<file path="config.mk">
export PLATFORM = sky130hd
export DESIGN_NAME = msb_cell
export DESIGN_NICKNAME = d
export VERILOG_FILES = /design/src/rtl/core/msb_pkg.sv /design/src/rtl/core/msb_cell.sv
export SDC_FILE = /design/constraint.sdc
export NUM_CORES = 1
export LEC_CHECK = 0
export BUFFER_PORTS_ARGS = -buffer_cell sky130_fd_sc_hd__buf_2
export CAP_MARGIN = 25
export CORE_UTILIZATION = 49
export DETAILED_ROUTE_END_ITERATION = 10
export PLACE_DENSITY = 0.85
export SYNTH_ARGS = -nofsm -noshare
export SYNTH_HDL_FRONTEND = slang
export SYNTH_SLANG_ARGS = --single-unit
</file>
<file path="constraint.sdc">
create_clock -name clk -period 4.1 [get_ports clk]
set_input_delay 0.615 -clock clk [delete_from_list [all_inputs] [get_ports clk]]
set_output_delay 0.615 -clock clk [all_outputs]
set_load 0.1 [all_outputs]
</file>
<file path="src/rtl/core/msb_pkg.sv">
// msb_pkg: shared constants and types of the merge sort block.
// No dependencies; compile first.
`timescale 1ns / 1ps
`default_nettype none

package msb_pkg;

	localparam int unsigned BLOCK_SIZE_DEF = 64;
	localparam int unsigned VALUE_W        = 32;

	// one word handed along the cell row: a value and whether it is present
	typedef struct packed {
		logic                      valid;
		logic signed [VALUE_W-1:0] data;
	} msb_word_t;

	// per-cycle control broadcast from the sequencer to every cell
	typedef struct packed {
		logic shift;
	} msb_ctrl_t;

endpackage

`default_nettype wire

</file>
<file path="src/rtl/core/msb_cell.sv">
// msb_cell: one cell of the sorting row; keeps the smaller value, passes the larger on.
// Depends on msb_pkg (msb_word_t, msb_ctrl_t).
`timescale 1ns / 1ps
`default_nettype none

module msb_cell (
	input  wire logic               clk,
	input  wire logic               arst_n,
	input  wire msb_pkg::msb_ctrl_t ctrl,
	input  wire msb_pkg::msb_word_t carry_in,
	input  wire msb_pkg::msb_word_t nb_held,
	output msb_pkg::msb_word_t      held,
	output msb_pkg::msb_word_t      carry_out
);

	logic                               occ_q;
	logic signed [msb_pkg::VALUE_W-1:0] val_q;
	logic                               cv_q;
	logic signed [msb_pkg::VALUE_W-1:0] cdata_q;
	logic                               keep_new;

	// strictly greater held value yields to the newcomer; equal keeps the earlier one
	assign keep_new = $signed(val_q) > $signed(carry_in.data);

	always_ff @(posedge clk or negedge arst_n) begin
		if (!arst_n) begin
			occ_q <= 1'b0;
			cv_q  <= 1'b0;
		end else if (ctrl.shift) begin
			occ_q <= nb_held.valid;
			cv_q  <= 1'b0;
		end else if (carry_in.valid) begin
			occ_q <= 1'b1;
			cv_q  <= occ_q;
		end else begin
			cv_q  <= 1'b0;
		end
	end

	always_ff @(posedge clk) begin
		if (ctrl.shift) begin
			val_q <= nb_held.data;
		end else if (carry_in.valid) begin
			if (!occ_q) begin
				val_q <= carry_in.data;
			end else if (keep_new) begin
				val_q   <= carry_in.data;
				cdata_q <= val_q;
			end else begin
				cdata_q <= carry_in.data;
			end
		end
	end

	assign held      = '{valid: occ_q, data: val_q};
	assign carry_out = '{valid: cv_q, data: cdata_q};

endmodule

`default_nettype wire

</file>
-- Word-level counts from Yosys, hierarchy flattened
Cells that the tools add are included.
W data, S select, Z words.
- reductions and logical operators: 3
- muxes and demuxes: 9
- $lt $le $gt $ge: 1
- bitwise gates (word level): 1
- equal/unequal tests: 1
- operator list (operator ; count):
    $mux W32 ; 5
    $gt A32 B32 Y1 ; 1
    $mux W1 ; 4
    $ne A3 B2 Y1 const B ; 1
    $reduce_and A3 Y1 ; 1
    $reduce_and A2 Y1 ; 1
    $reduce_bool A2 Y1 ; 1
    $not A1 Y1 ; 1
- register bits: 66
- input port bits: 69
- word-level logic and storage cells: 19
- output and inout bits: 66

-- Longest topological paths before layout
Gate-level depths: netlist (run 1).
- word-level depth: 5
- gate-level depth with buffers: 9

-- Worst setup path after synthesis (run 1)
Ideal clock, no wire load.
- path type: register to register
- start: register val_q[21] (netlist name)
- end: register val_q[0] (netlist name), enable pin
- stages on the path, launching flop included: 8
- arrival: 3.079 ns
- library setup time: 0.478 ns
- path slack: 0.543 ns
- buffers on the path: 0
- data required time: 3.622 ns
- path through: edfxtp_1 ha_1 a211oi_1 o21bai_1 a21o_1 or4_4 o211ai_1 nand2_1
- cells in the longest elaborated chain, start to end: 3
- ends and longest elaborated chain (element ; line ; source):
    start, declared ; msb_cell.sv:17 ; logic signed [msb_pkg::VALUE_W-1:0] val_q;
    start signal, assigned ; msb_cell.sv:42 ; val_q <= nb_held.data;
    start signal, assigned ; msb_cell.sv:45 ; val_q <= carry_in.data;
    start signal, assigned ; msb_cell.sv:47 ; val_q <= carry_in.data;
    $gt A32 B32 Y1 ; msb_cell.sv:23 ; assign keep_new = $signed(val_q) > $signed(carry_in.data);
    $ne A3 B2 Y1 (no line) ; -- ;
    $reduce_and A2 Y1 (no line) ; -- ;
Every way passes these cells.
A chain may end at the register's enable or synchronous reset.

-- Worst setup path in the final report (run 1)
- start: register val_q[21] (netlist name)
- end: register cdata_q[21] (netlist name), data pin
- cells in the longest elaborated chain, start to end: 2
- ends and longest elaborated chain (element ; line ; source):
    $gt A32 B32 Y1 ; msb_cell.sv:23 ;
    $mux W32 (*) ; msb_cell.sv:46 ; end else if (keep_new) begin
    end signal, assigned ; msb_cell.sv:48 ; cdata_q <= val_q;
    end signal, assigned ; msb_cell.sv:50 ; cdata_q <= carry_in.data;
    end, declared ; msb_cell.sv:19 ; logic signed [msb_pkg::VALUE_W-1:0] cdata_q;
Mark *: on every way between the ends. The rest lies on a longest branch, timed or not.

==> flow_summary.ini, run 1 <==
[die]
die_x_um = 87.2
initial_core_util = 0.515
dieHeight_um = 87.2
die_area_sq_mm = 0.00761
rows = 30
core-area_sq_mm = 0.00691
num_io_pins = 135

[routing]
wl_met3_um = 347
routed_wirelength_um = 8060
dr_total_vias = 2683
vias_per_cell = 5.03
drtIter0Drc = 121
wl_met2_um = 4020
drc_errors = 0
postRouteAntennaNets = 0
post_drt_wl_per_cell_um = 15.1
first_pass_iters = 4
highest_layer = met4
wl_met1_um = 3580

[worst_setup_path]
cp.required_ns = 4.18
worst_setup_path_start_kind = flop
cp_slowest_cell = or4_4
crit_fanout = 13
path_class = reg2reg
crit_chain = ha_1, a211oi_1, o21bai_1, a21o_1, or4_4, o21ai_4, buf_4, mux2_2
cpPeakStageDelay_ns = 0.53
cp_top_family = compound AO/OA/AOI/OAI gates
critPathArrivalTime_ns = 3.26
path_buf_inv = 1
end_kind = flop

[synth]
synth.area.mux_share = 0.104
yosys_warnings = 0
syn_inst = 294
synth-seq-area-share = 0.554
yosys.area_share.simple = 0.0714
synth_top_family_by_area = adder cells
syn_area_per_cell_sq_um = 12.1
ys_types = 30
synth_seq_cells = 66
syn-num-nets = 395
syn_area_sq_mm = 0.00356
synth_xor_area_frac = 0
synth_adder_area_share = 0.113
synth_compound_area_frac = 0.101

[run_status]
status = finished clean

[layout]
final_core_util = 0.651
area_growth_pct = 26.4
final_layout_size_suffix_gt1_frac = 0.423
final_area_sq_mm = 0.00450
diodes = 0
finalNetCount = 533
fill_cells = 601

[sta]
hold-worst-slack_ns = 0.0668
rsz0062_at_grt = false
fmax_ghz = 0.315
worst-slew-pin-transition_ns = 1.00
maxSlewViolCount = 0
hold_viol = 0
layout_setup_ws_ns = 0.922
slew_headroom = 0.329
setup_violations = 0
period_minus_slack_ns = 3.18
tns_ns = 0
period_share = 0.775
fin_skew_ns = 0.00808

[job]
cap_violations = 0

[power]
peakVddDrop_mv = 0.220
p_leak_nw = 2.09
power_density_mw_per_mm2 = 479

[place]
post-dp-hpwl_um = 6080
io_buffer_count = 134
dp_slack_ns = 0.583
gp_congestion = 0.756
postPlaceCellArea_sq_mm = 0.00432

[global_routing]
antenna_found_initial = 0
grt_start_max_net_pins = 42
grt_pass1_wl_um = 12800
globalRouteTotalUtil = 0.222
grt-ovfl-total = 0
grt_pass1_vias = 2716

[clock_tree]
clock-root-buffer = clkbuf_8
cts.sinks = 66
clk_pin_slew_ns = 0.07
tritoncts = done
postCtsHoldBufs = 0
clock_latency_ns = 0.33
cts_setup_buffers = 0
htreeDepth = 3
cts_buffers = 9
cts_buffer_depth = 2
cts.repair.resized = 0

[worst_hold_path]
hold_class = in2async
-- cell type report --
class | instances | area, sq um | share of cell area
clock buffer | 12 | 135 | 0.0301
clock inverter | 4 | 42.5 | 0.00946
inverter | 34 | 128 | 0.0284
multi-input combinational | 182 | 1390 | 0.309
sequential | 66 | 1970 | 0.439
tap | 96 | 120 | 0.0267
timing repair buffer | 139 | 708 | 0.157
-- sequential cells by signal, indices dropped and copies added, names as in the netlist --
signal   count
cv_q         1
val_q       32
cdata_q     32
occ_q        1
-- metrics by stage --
stage | power (mW) | instances
after global routing | 2.24 | 533
after floorplan | 1.51 | 294
after global placement | 1.64 | 517
after detailed placement | 1.65 | 517
after CTS | 2.16 | 533
final | 2.15 | 533
-- kinds of logic after synthesis --
| group | count (synthesis) |
|---|---|
| AO/OA/AOI/OAI | 60 |
| AND/OR/NAND/NOR | 57 |
| flip-flops | 66 |
| adder cells (fa/ha/maj) | 32 |
| buffers and inverters | 46 |
| multiplexers | 33 |
-- Yosys cell counts (all sizes together) --
master | count | area share
edfxtp | 64 | 0.54
nand2 | 37 | 0.039
o21ai | 35 | 0.052
inv | 34 | 0.036
mux2 | 33 | 0.10
ha | 32 | 0.11
a21oi | 10 | 0.014
clkbuf | 7 | 0.0074
nand4 | 6 | 0.011
a21o | 5 | 0.011
buf | 5 | 0.014
nor2 | 5 | 0.0053
nand3 | 4 | 0.0056
dfrtp | 2 | 0.014
nor4 | 2 | 0.0035
o211ai | 2 | 0.0042
a2111oi | 1 | 0.0025
a211o | 1 | 0.0025
a211oi | 1 | 0.0021
a21boi | 1 | 0.0021
a22o | 1 | 0.0025
a32oi | 1 | 0.0025
and4 | 1 | 0.0025
nor2b | 1 | 0.0018
o21bai | 1 | 0.0021
o41a | 1 | 0.0032
or4 | 1 | 0.0032
-- where the power goes --
group | total [mW] | switching, mW | internal, mW
logic | 0.774 | 0.581 | 0.192
registers | 0.863 | 0.0361 | 0.827
clock network | 0.518 | 0.240 | 0.277
total | 2.15 | 0.858 | 1.30
-- worst reg2reg max path, cell delays in order (launching register included) --
cell and delay (ns):
edfxtp_1 0.44, ha_1 0.31, a211oi_1 0.25, o21bai_1 0.12, a21o_1 0.20, or4_4 0.53, o21ai_4 0.44, buf_4 0.30
mux2_2 0.36
-- worst paths after layout --
check                                 start          end  slack [ns]  depth (start not counted)
worst max-delay path              val_q[21]  cdata_q[21]        0.92                          8
worst min-delay path                 arst_n        occ_q        0.07                          1
worst max register to register    val_q[21]  cdata_q[21]        0.92                          8
worst min register to register        occ_q        occ_q        0.60                          2
max in group asynchronous            arst_n         cv_q        3.94                          1
min in group clk                nb_held[32]        occ_q        0.50                          3
-- layer usage --
metal	vias up	GRT usage
met2	85	0.373
met4	0	0.0775
met5	-	0
met3	11	0.0351
li1	1355	-
met1	1232	0.292
-- layout by cell type, fill, tap and decap left out, types with 6 or more instances in the layout --
cell | Yosys | final
clkbuf_8 | 0 | 9
a21oi_1 | 10 | 10
nand2_1 | 37 | 37
buf_2 | 0 | 134
mux2_2 | 32 | 32
inv_1 | 34 | 34
o21ai_0 | 34 | 34
nand4_1 | 6 | 6
ha_1 | 32 | 32
edfxtp_1 | 64 | 64
(Power assumes the default switching activity.)
==> inputs of run 2 (changes only) <==
--- a/config.mk
+++ b/config.mk
@@ -7,9 +7,9 @@
 export LEC_CHECK = 0
 export BUFFER_PORTS_ARGS = -buffer_cell sky130_fd_sc_hd__buf_2
 export CAP_MARGIN = 25
-export CORE_UTILIZATION = 49
+export CORE_UTILIZATION = 45
 export DETAILED_ROUTE_END_ITERATION = 10
-export PLACE_DENSITY = 0.85
+export PLACE_DENSITY = 0.82
 export SYNTH_ARGS = -nofsm -noshare
 export SYNTH_HDL_FRONTEND = slang
 export SYNTH_SLANG_ARGS = --single-unit
==> constraint.sdc (replaced) <==
create_clock -name clk -period 2.6 [get_ports clk]
set_input_delay 0.39 -clock clk [delete_from_list [all_inputs] [get_ports clk]]
set_output_delay 0.39 -clock clk [all_outputs]
set_load 0.1 [all_outputs]
==> run 2 against run 1 <==
- the flow now finishes with violations (DRC, setup timing)
- final cell count rose by 11%
- combinational power grew 110%
- sequential cell count did not move
- critical path depth unchanged
- clock skew decreased by 0.0020 ns
- via count up 13%
- largest cell class unchanged
- highest routed layer unchanged
==> flow_summary.ini, run 2 (same netlist as run 1, synthesis figures left out) <==
[global_routing]
grt_pass1_vias = 3087
grt_start_max_net_pins = 44
antenna_found_initial = 0
globalRouteTotalUtil = 0.234
grt-ovfl-total = 0
grt_pass1_wl_um = 14900

[run_status]
status = finished, violations left
violations = DRC, setup timing

[worst_setup_path]
cp.required_ns = 2.69
path_class = reg2reg
end_kind = flop
r2r_setup_slack_ns = -0.12
timing.rr.start = val_q[29]
timing.rr.end = cdata_q[5]
worst_setup_path_start_kind = flop
crit_fanout = 5
critPathArrivalTime_ns = 2.81
endpoint = cdata_q[5]
r2r_cells = 8
crit_start = val_q[29]

[die]
initial_core_util = 0.463
num_io_pins = 135
rows = 32
core-area_sq_mm = 0.00769
dieHeight_um = 90.9
die_area_sq_mm = 0.00827
die_x_um = 90.9

[power]
peakVddDrop_mv = 0.361
power_density_mw_per_mm2 = 731
p_leak_nw = 2.54
power_mw = 3.86

[routing]
wl_met2_um = 5130
wl_met1_um = 3830
drtIter0Drc = 172
vias_per_cell = 5.11
post_drt_wl_per_cell_um = 16.3
routed_wirelength_um = 9710
postRouteAntennaNets = 0
dr_total_vias = 3037
first_pass_iters = 7
drc_errors = 1
highest_layer = met4
wl_met3_um = 488

[place]
io_buffer_count = 134
place_inst = 560
post-dp-hpwl_um = 6420
dp_slack_ns = -0.353
postPlaceCellArea_sq_mm = 0.00469
gp_congestion = 0.764

[layout]
final_core_util = 0.687
final_cell_mix = buf_2 (134), edfxtp_1 (64), buf_4 (49)
diodes = 0
fin_cells = 594
mostFrequentLayoutCell = buf_2
area_growth_pct = 48.3
final_area_sq_mm = 0.00528
finalNetCount = 588
final_layout_size_suffix_gt1_frac = 0.514
top_regs = cdata_q x32, val_q x32

[clock_tree]
cts_buffer_depth = 2
clk_pin_slew_ns = 0.07
clock-root-buffer = clkbuf_8
cts.sinks = 66
tritoncts = done
htreeDepth = 3
clock_latency_ns = 0.34
cts_buffers = 9

[job]
cap_violations = 0

[sta]
slew_headroom = 0.649
setup_violations = 64
period_minus_slack_ns = 2.72
fin_skew_ns = 0.00603
tns_ns = -4.31
worst-slew-pin-transition_ns = 0.530
hold_viol = 0
rsz0062_at_grt = true
period_share = 1.05
layout_setup_ws_ns = -0.118
fmax_ghz = 0.368
hold-worst-slack_ns = 0.295
maxSlewViolCount = 0

[worst_hold_path]
hold_class = in2reg
-- run 2: changes by cell type in the layout (fill, tap and decap cells not counted), sizes merged --
cell         previous run  this run
buf                   139       191
bufinv                  1         2
clkbuf                 12        11
clkinv                  3         4
clkinvlp                0         1
dlygate4sd3             0         1
-- run 2: where the power goes --
group | internal (mW) | switching (mW) | total, mW
clock | 0.528 | 0.390 | 0.919
sequential | 1.30 | 0.0511 | 1.35
combinational | 0.559 | 1.03 | 1.59
total | 2.39 | 1.47 | 3.86
-- run 2: what timing repair did --
action                                  CTS  global route
buffers inserted                         10             5
resized for setup                        25            16
endpoints found under the setup margin   64            64
pin swaps                                 6            14
endpoints found under the hold margin     2             0
gates cloned                              3             2
hold buffers                              1             0
-- run 2: critical path: stages (launching register included) --
cell and delay (ns):
edfxtp_1 0.44, ha_4 0.30, nand4_1 0.22, a2111oi_1 0.59
or4_4 0.25, o21ai_4 0.07, buf_12 0.15, clkbuf_16 0.16
mux2_4 0.29
-- run 2: area by class of cell --
cell class | instances | area (sq um)
clock buffers | 9 | 124
clock inverters | 7 | 83.8
fillers | 578 | 2410
inverters | 34 | 128
multi-input cells | 182 | 1590
flip-flops and latches | 66 | 1970
well taps | 102 | 128
repair buffers | 194 | 1250
-- run 2: layer usage --
metal	GRT usage	vias to the layer above
li1	-	1458
met1	0.276	1456
met2	0.423	105
met3	0.0345	18
met4	0.0979	0
met5	0	-
-- run 2: how the worst min path moves through the flow --
| stage | startpoint | to | cells after the start |
|---|---|---|---|
| after floorplan | arst_n | cv_q | 0 |
| after global placement | arst_n | cv_q | 1 |
| after detailed placement | arst_n | cv_q | 1 |
| after CTS | nb_held[32] | occ_q | 3 |
| after global routing | nb_held[32] | occ_q | 3 |
| final | nb_held[32] | occ_q | 3 |
==> inputs of run 3 (changes only) <==
--- a/config.mk
+++ b/config.mk
@@ -9,7 +9,7 @@
 export CAP_MARGIN = 25
 export CORE_UTILIZATION = 45
 export DETAILED_ROUTE_END_ITERATION = 10
-export PLACE_DENSITY = 0.82
+export PLACE_DENSITY = 0.86
 export SYNTH_ARGS = -nofsm -noshare
 export SYNTH_HDL_FRONTEND = slang
 export SYNTH_SLANG_ARGS = --single-unit
==> constraint.sdc (replaced) <==
create_clock -name clk -period 2.6 [get_ports clk]
set_input_delay 0.39 -clock clk [delete_from_list [all_inputs] [get_ports clk]]
set_output_delay 0.39 -clock clk [all_outputs]
set_load 0.02 [all_outputs]
==> run 3 against run 2 <==
- the run still ends with DRC, setup timing left
- clock skew increased by 0.011 ns
- setup slack got worse by 0.018 ns
- first-iteration DRC count decreased by 40%
- critical path type unchanged
- largest power group is now sequential cells
- highest routed layer unchanged
==> flow_summary.ini, run 3 (same netlist as run 1, synthesis figures left out) <==
[die]
initial_core_util = 0.463
die_area_sq_mm = 0.00827
num_io_pins = 135
die_x_um = 90.9
core-area_sq_mm = 0.00769
dieHeight_um = 90.9
rows = 32

[routing]
routed_wirelength_um = 9890
dr_total_vias = 3061
first_pass_iters = 9
drtIter0Drc = 103
vias_per_cell = 5.12
post_drt_wl_per_cell_um = 16.5
postRouteAntennaNets = 0
drc_errors = 1

[worst_setup_path]
timing.rr.end = cdata_q[7]
r2r_setup_slack_ns = -0.14
worst_setup_path_start_kind = flop
crit_fanout = 5
endpoint = cdata_q[7]
end_kind = flop
crit_chain = ha_4, a21o_1, a211o_1, or4_4, o21ai_4, buf_6, buf_16, mux2_4
timing.rr.start = val_q[29]
path_class = reg2reg
crit_start = val_q[29]
cp.required_ns = 2.70
cpPeakStageDelay_ns = 0.54
r2r_cells = 8
critPathArrivalTime_ns = 2.83
cp_slowest_cell = or4_4

[layout]
final_layout_size_suffix_gt1_frac = 0.536
top_regs = cdata_q x32, val_q x32
area_growth_pct = 52.5
final_cell_mix = buf_2 (134), edfxtp_1 (64), buf_4 (53)
diodes = 0
final_core_util = 0.706
fin_cells = 598
mostFrequentLayoutCell = buf_2
finalNetCount = 593

[power]
power_density_mw_per_mm2 = 660
peakVddDrop_mv = 0.344
power_mw = 3.58
p_leak_nw = 2.60

[clock_tree]
cts.sinks = 66
clk_pin_slew_ns = 0.07
clock-root-buffer = clkbuf_8
cts_buffer_depth = 2
htreeDepth = 3
clock_latency_ns = 0.35
cts_buffers = 9
tritoncts = done

[sta]
worst-slew-pin-transition_ns = 0.529
setup_violations = 32
layout_setup_ws_ns = -0.136
fin_skew_ns = 0.0173
fmax_ghz = 0.366
maxSlewViolCount = 0
slew_headroom = 0.647
period_share = 1.05
hold-worst-slack_ns = 0.266
rsz0062_at_grt = true
period_minus_slack_ns = 2.74
hold_viol = 0
tns_ns = -3.01

[worst_hold_path]
hp-start = nb_held[32]
hold_class = in2reg

[run_status]
violations = DRC, setup timing
status = finished, violations left

[place]
place_inst = 560
io_buffer_count = 134
post-dp-hpwl_um = 6360
gp_congestion = 0.748

[global_routing]
met3_usage = 0.0438
grt_util_met1 = 0.284
grtUsageMet2 = 0.390
grt-ovfl-total = 0
busiest_layer = met2
antenna_found_initial = 0
grt_start_max_net_pins = 39
grt_pass1_vias = 3073
grt_pass1_wl_um = 14700
globalRouteTotalUtil = 0.231

[job]
cap_violations = 0
run 3: changes by cell type in the layout (fill, tap and decap cells not counted), moves of 2 or more:
| cell | before | now |
|---|---|---|
| o21ai_0 | 34 | 32 |
| buf_4 | 49 | 53 |
| ha_4 | 4 | 9 |
| ha_1 | 28 | 23 |
| buf_6 | 1 | 5 |
| buf_12 | 5 | 2 |
| clkinv_1 | 3 | 0 |
| bufinv_16 | 2 | 4 |
run 3: stage by stage:
| step | setup WS (ns) | instance area (sq um) |
|---|---|---|
| 2_1_floorplan | -0.132 | 3620 |
| 3_3_place_gp | -0.206 | 4700 |
| 3_5_place_dp | -0.256 | 4700 |
| 4_1_cts | -0.0885 | 5300 |
| 5_1_grt | -0.224 | 5430 |
| 6_report | -0.136 | 5430 |
run 3: power by group:
group / switching, mW / internal (mW) / total (mW)
sequential: 0.0545 / 1.30 / 1.36
combinational: 0.519 / 0.576 / 1.10
clock: 0.402 / 0.726 / 1.13
total: 0.975 / 2.60 / 3.58
run 3: metal layers:
layer / up-vias / routed length, um
li1: 1469 / -
met1: 1457 / 4100
met2: 122 / 5000
met3: 13 / 615
met4: 0 / 168
met5: - / 0
run 3: cell type report:
| cell class | instances | area (sq um) |
|---|---|---|
| clock buffers | 9 | 124 |
| flip-flops and latches | 66 | 1970 |
| clock inverters | 6 | 130 |
| inverters | 34 | 128 |
| repair buffers | 199 | 1280 |
| well taps | 102 | 128 |
| multi-input cells | 182 | 1670 |
| fillers | 521 | 2260 |
run 3: worst min path at each step:
| stage | slack, ns | end | cells after the start |
|---|---|---|---|
| finish | 0.27 | occ_q | 3 |
| global placement | 0.17 | cv_q | 1 |
| global route | 0.28 | occ_q | 3 |
| floorplan | 0.09 | cv_q | 0 |
| CTS | 0.26 | occ_q | 3 |
| detailed placement | 0.18 | cv_q | 1 |
run 3: timing repair:
action	CTS	global route
pin swaps	6	7
gates resized for setup	37	11
cloned	3	3
hold buffers	1	0
setup endpoints to repair	64	64
buffers inserted	12	7
endpoints found under the hold margin	2	0
run 3: worst max-delay path, delay by kind of cell, from the launching register on:
family,cells,cell delay (ns)
compound gates,3,0.68
simple gates,1,0.54
flops,1,0.44
buf+inv,2,0.30
mux,1,0.29
fa+ha+maj,1,0.25
